--- src/rtl/core/kvag_pkg.sv ---
`default_nettype none

package kvag_pkg;

   localparam int FLAT_W   = 45;
   localparam int DIV_W    = 9;
   localparam int DIV_STEP = 4;
   localparam int BUF_W    = 21;
   localparam int OFF_W    = 36;
   localparam int CSR_W    = 9;

   localparam int MODE_HND       = 0;
   localparam int MODE_FROM_UNIV = 1;

   typedef enum logic [3:0] {
      CSR_NUM_HEADS    = 4'd0,
      CSR_NUM_LAYERS   = 4'd1,
      CSR_NUM_OUTER    = 4'd2,
      CSR_TOKENS       = 4'd3,
      CSR_HEAD_DIM     = 4'd4,
      CSR_LAYERS_FULL  = 4'd5,
      CSR_LAYER_OFFSET = 4'd6,
      CSR_MODE         = 4'd7
   } csr_index_type;

   // indices peeled off so far, carried along the divider chain
   typedef struct packed {
      logic [8:0] dim;
      logic [8:0] tok;
      logic [2:0] outer;
      logic [7:0] layer;
   } idx_type;

endpackage

`default_nettype wire

--- src/rtl/core/kvag_div.sv ---
`default_nettype none

module kvag_div #(
   parameter int W    = 45,
   parameter int DW   = 9,
   parameter int STEP = 4
) (
   input  wire logic                 clock,
   input  wire logic                 reset,
   input  wire logic                 in_valid,
   input  wire logic [W-1:0]         in_num,
   input  wire kvag_pkg::idx_type    in_pl,
   input  wire logic [DW-1:0]        divisor,
   output logic                      out_valid,
   output logic [W-1:0]              out_quot,
   output logic [DW-1:0]             out_rem,
   output kvag_pkg::idx_type         out_pl
);

   localparam int NS = (W + STEP - 1) / STEP;
   localparam int NB = NS * STEP;

   logic              valid_ff [NS];
   logic [NB-1:0]     num_ff   [NS];
   logic [DW-1:0]     rem_ff   [NS];
   kvag_pkg::idx_type pl_ff    [NS];

   for (genvar g = 0; g < NS; g++) begin : g_stage
      logic              src_valid;
      logic [NB-1:0]     src_num;
      logic [DW-1:0]     src_rem;
      kvag_pkg::idx_type src_pl;
      logic [NB-1:0]     num_in;
      logic [DW-1:0]     rem_in;

      if (g == 0) begin : g_first
         assign src_valid = in_valid;
         assign src_num   = NB'(in_num);
         assign src_rem   = '0;
         assign src_pl    = in_pl;
      end else begin : g_next
         assign src_valid = valid_ff[g-1];
         assign src_num   = num_ff[g-1];
         assign src_rem   = rem_ff[g-1];
         assign src_pl    = pl_ff[g-1];
      end

      // restoring division, quotient bits shift in where dividend bits leave
      always_comb begin
         logic [DW:0]   r2;
         logic [NB-1:0] n;
         logic [DW-1:0] r;
         r = src_rem;
         n = src_num;
         for (int k = 0; k < STEP; k++) begin
            r2 = {r, n[NB-1]};
            n  = {n[NB-2:0], 1'b0};
            if (r2 >= {1'b0, divisor}) begin
               r2   = r2 - {1'b0, divisor};
               n[0] = 1'b1;
            end
            r = r2[DW-1:0];
         end
         num_in = n;
         rem_in = r;
      end

      always_ff @(posedge clock) begin
         if (reset) begin
            valid_ff[g] <= 1'b0;
         end else begin
            valid_ff[g] <= src_valid;
         end
         num_ff[g] <= num_in;
         rem_ff[g] <= rem_in;
         pl_ff[g]  <= src_pl;
      end
   end

   assign out_valid = valid_ff[NS-1];
   assign out_quot  = num_ff[NS-1][W-1:0];
   assign out_rem   = rem_ff[NS-1];
   assign out_pl    = pl_ff[NS-1];

endmodule

`default_nettype wire

--- config.mk ---
export PLATFORM = sky130hd
export DESIGN_NAME = kvag_div
export DESIGN_NICKNAME = d
export VERILOG_FILES = /design/src/rtl/core/kvag_pkg.sv /design/src/rtl/core/kvag_div.sv
export SDC_FILE = /design/constraint.sdc
export NUM_CORES = 2
export LEC_CHECK = 0
export ABC_AREA = 1
export BUFFER_PORTS_ARGS = -buffer_cell sky130_fd_sc_hd__buf_2
export CORE_MARGIN = 3
export CORE_UTILIZATION = 31
export DETAILED_ROUTE_END_ITERATION = 8
export HOLD_SLACK_MARGIN = 0.1
export SLEW_MARGIN = 20
export SYNTH_ARGS = -nofsm -noshare
export SYNTH_HDL_FRONTEND = slang
export SYNTH_SLANG_ARGS = --single-unit
--- constraint.sdc ---
create_clock -name clock -period 11.1 [get_ports clock]
set_input_delay 0.555 -clock clock [delete_from_list [all_inputs] [get_ports clock]]
set_output_delay 0.555 -clock clock [all_outputs]
set_load 0.05 [all_outputs]
[Yosys cells after proc, flatten, opt, wreduce, memory -nomap -nowiden]
Memories as Yosys holds them, arrays and structs flattened.
Index checks and enable logic that the tools add are counted.
Word-level totals
  logic and storage cells: 223
  register bits after elaboration: 0
  output and inout port bits: 84
  memory bits (writable): 1044
  memories kept: 4
  bits of input ports: 86
Memory list
  num_ff: depth 12, width 48, read ports 12, clocked after memory_dff 0, wr ports 12, RTL line kvag_div.sv:24  | logic [NB-1:0] num_ff [NS];
  pl_ff: depth 12, width 29, read ports 12, clocked after memory_dff 0, wr ports 12, RTL line kvag_div.sv:26  | kvag_pkg::idx_type pl_ff [NS];
  rem_ff: depth 12, width 9, read ports 12, clocked after memory_dff 0, wr ports 12, RTL line kvag_div.sv:25  | logic [DW-1:0] rem_ff [NS];
  valid_ff: depth 12, width 1, read ports 12, clocked after memory_dff 0, wr ports 12, RTL line kvag_div.sv:23  | logic valid_ff [NS];
Operators by class
  muxes and demuxes: 111
  bitwise logic cells: 12
  add/subtract/negate cells: 48
  order comparisons: 48
Operators with widths (number)
  $ge 10x9->1: 47
  $mux 9: 48
  $sub 9x9->9: 47
  $mux 1: 63
  $or 1x1->1: 12
  $ge 1x9->1 const A: 1
  $sub 1x9->9 const A: 1

[Logic depth before layout (Yosys ltp)]
An unclocked memory read counts as a cell.
  word-level depth: 9
  gate-level depth with buffers: 49

[Least setup slack after synthesis]
OpenSTA, ideal clock, no wires.
  path kind: input-to-reg
  start: in divisor[1]
  end: mem rem_ff[1][1] (netlist: rem_ff[0][10])
  data required time: 11042 ps
  data arrival time: 8393 ps
  stages: 40
  slack: 2649 ps
  library setup time: 58 ps
  cell sequence: inv_1 ha_1 nand2_1 nor2_1 nand3_1 nand2_1 nor2_1 nand2_2 inv_2 buf_6 o21ai_2 fa_1 nand3_1 nand3_1 nand2_1 nand2_1 a21oi_2 nand2_1 [4 not listed] nand2_1 nand2_1 nand2_1 nand3_1 a21oi_1 nand3_2 buf_6 nand2_1 nand2_1 fa_1 nand3_1 nand3_1 nand2_1 nand3_1 a221oi_1 a21boi_4 nand3_1 nand2_1
RTL lines
  from (decl): RTL line kvag_div.sv:13  | input wire logic [DW-1:0] divisor,
  to (decl): RTL line kvag_div.sv:25

==> results.json <==
{
  "core-area_mm2": 0.144,
  "final-seq-area_mm2": 0.0202,
  "syn-cell-area_mm2": 0.0453,
  "detailed_place_hpwl_um": 76000,
  "yosys-top-cells-count": "nand2_1 (1446), dfxtp_1 (1008), inv_1 (548), ha_1 (423), nand3_1 (324)",
  "synth_nets": 5798,
  "grt_pass1_vias": 33100,
  "syn2layout_area_growth_pct": 17.3,
  "synth.top_cell.area_share_pct": 44.6,
  "dieArea_mm2": 0.151,
  "wire_per_inst_um": 13.7,
  "cts.sinks": 1008,
  "path_delay_family": "simple AND/OR/NAND/NOR gates",
  "postRouteAntennaNets": 0,
  "multi_input_area_mm2": 0.0226,
  "critical_path_buf_inv_count": 6,
  "synth_warnings": 0,
  "die_h_um": 388,
  "synth_edf_count": 0,
  "synth.distinct_cells": 51,
  "grt_max_degree": 49,
  "cts_tree": "yes",
  "hold_violations": 0,
  "cp_max_fo": 18,
  "htree_levels": 3,
  "drc_errors": 0,
  "whs_path_depth": 0,
  "clkTransAtPathRegs_ps": 60,
  "rrSetupSlack_ps": 3450,
  "route.vias.total": 33900,
  "routabilityCongestion": 0.889,
  "synthFlopType": "dfxtp_1",
  "crit_required_ps": 11750,
  "rsz0062_at_grt": "no",
  "clock_latency_ps": 720,
  "initial_core_util_pct": 31.4,
  "worst_pin_slew_ps": 735,
  "start_kind": "primary input",
  "via_per_inst": 4.47,
  "yosysSeqAreaShare_pct": 44.6,
  "hold_end": "num_ff[0][191]",
  "timing.rr.end": "rem_ff[0][32]",
  "cts_root_buf": "clkbuf_16",
  "synth_most_common_cell": "nand2_1",
  "cts_buffers": 108,
  "rr_startpoint": "num_ff[0][143]",
  "post-route-util_pct": 36.8,
  "slew_headroom_pct": 51.0,
  "nNetsFinal": 6140,
  "max_stage_delay_ps": 490,
  "layout-drive-gt1-share_pct": 11.7,
  "fin_skew_ps": 58.9,
  "cts_setup_buffers": 0,
  "status": "finished, final reports clean",
  "hp-class": "flip-flop to flip-flop",
  "min_period_ps": 8140,
  "hp-start": "num_ff[0][139]",
  "yosys_register_bits": 1008,
  "die_x_um": 388,
  "cts_resized": 0,
  "tns_ps": 0,
  "fmax_ghz": 0.123,
  "slew_violations": 0,
  "end_kind": "flip-flop",
  "rows": 139,
  "port_buffers": 169,
  "grt_antenna_before_repair": 3,
  "finalSetupViolations": 0,
  "synth_cells": 5244,
  "async_flop_share_pct": 0,
  "wl_um": 104000,
  "maxCapViolCount": 0,
  "io-pin-count": 170,
  "grt_pass1_wl_um": 170000,
  "first_iter_violations": 1878,
  "synth_top_cell_by_area": "dfxtp_1",
  "critPathKind": "primary input to flip-flop",
  "whs_ps": 281,
  "fin_crit_sh_pct": 73.3,
  "slowest_stage": "nand3_1",
  "fillers": 14700,
  "overflow": 0,
  "grt_usage_pct": 13.7,
  "cp.arrival_ps": 8790,
  "clock_path_buffers": 3,
  "synth_area_leaders": "dfxtp_1 (45%), nand2_1 (12%), ha_1 (12%)",
  "reg2reg_depth": 40,
  "cpMostUsedCell": "nand2_1",
  "syn_area_per_cell_um2": 8.64,
  "first_pass_iters": 5
}
-- cell usage in the layout (no fill, tap or decap), types with 9 or more instances in the layout --
cell type and count:
nand2_1 1446, dfxtp_1 1008, inv_1 541, ha_1 423, nand3_1 324, nor2_1 246
a21oi_1 211, buf_2 169, xor2_1 167, xnor2_1 122, clkbuf_16 108, o21ai_0 79
dlygate4sd3_1 77, o21ai_1 58, nand4_1 58, nand2_2 49, o21ai_2 49, nor3_1 46
fa_1 45, nand3_2 41, a31oi_1 39, o21bai_1 37, buf_4 25, nor2_4 24
inv_2 21, nand2_4 19, nand3b_1 17, a21o_1 17, bufinv_16 17, inv_6 15
clkbuf_8 15, clkinv_2 15, or2_2 12, o211ai_1 12, a21oi_2 11, nand3_4 11
clkbuf_1 11, nor2_2 10, a21boi_4 10, a31o_2 9
-- cells by family (layout without fill, tap and decap cells) --
| logic type | after synthesis | in the layout | synth area share, % |
|---|---|---|---|
| AND/OR/NAND/NOR | 2321 | 2321 | 23.1 |
| flip-flops | 1008 | 1008 | 44.6 |
| buffers and inverters | 606 | 1040 | 5.51 |
| AO/OA/AOI/OAI | 552 | 552 | 7.61 |
| adder cells (fa/ha/maj) | 468 | 468 | 13.7 |
| XOR/XNOR | 289 | 289 | 5.59 |
| other | 0 | 1 | 0 |
-- area by class of cell --
type / count / share of cell area, %
Clock inverter: 68 / 1.92
Clock buffer: 134 / 5.56
Multi-Input combinational cell: 3630 / 42.6
Timing Repair Buffer: 272 / 3.44
Sequential cell: 1008 / 38.0
Inverter: 566 / 4.01
Antenna cell: 1 / 0.00471
Tap cell: 1903 / 4.48
-- flip-flops by register name, summed over array words and instances (netlist names) --
register / cells
pl_ff: 348
num_ff: 540
rem_ff: 108
valid_ff: 12
-- layer usage --
metal	wire (um)	track usage (%)
met1	49500	18.0
met3	4430	2.19
met2	47000	22.7
met5	0	0
met4	2740	4.76
-- metrics by stage --
step / cell area, um2 / setup slack [ps] / cells
detailed placement: 48400 / 2190 / 7302
finish: 53100 / 2960 / 7582
global placement: 48400 / 2220 / 7302
CTS: 53100 / 2980 / 7581
floorplan: 45300 / 2650 / 5244
global route: 53100 / 2170 / 7581
-- repair_timing --
action | CTS | global route
endpoints found under the hold margin | 86 | 0
setup endpoints to repair | 0 | 0
hold buffers | 77 | 0
-- how the worst max path moves through the flow --
stage / startpoint / to / cells after the start
after floorplan: divisor[1] / rem_ff[0][10] / 40
after global placement: divisor[5] / rem_ff[0][30] / 42
after detailed placement: divisor[1] / rem_ff[0][29] / 43
after CTS: divisor[1] / rem_ff[0][32] / 43
after global routing: divisor[1] / rem_ff[0][28] / 44
final: divisor[5] / rem_ff[0][32] / 42
Power is left out: the tool's default activity adds up to more than one toggle a clock period on the data nets, which glitch-free logic cannot reach.
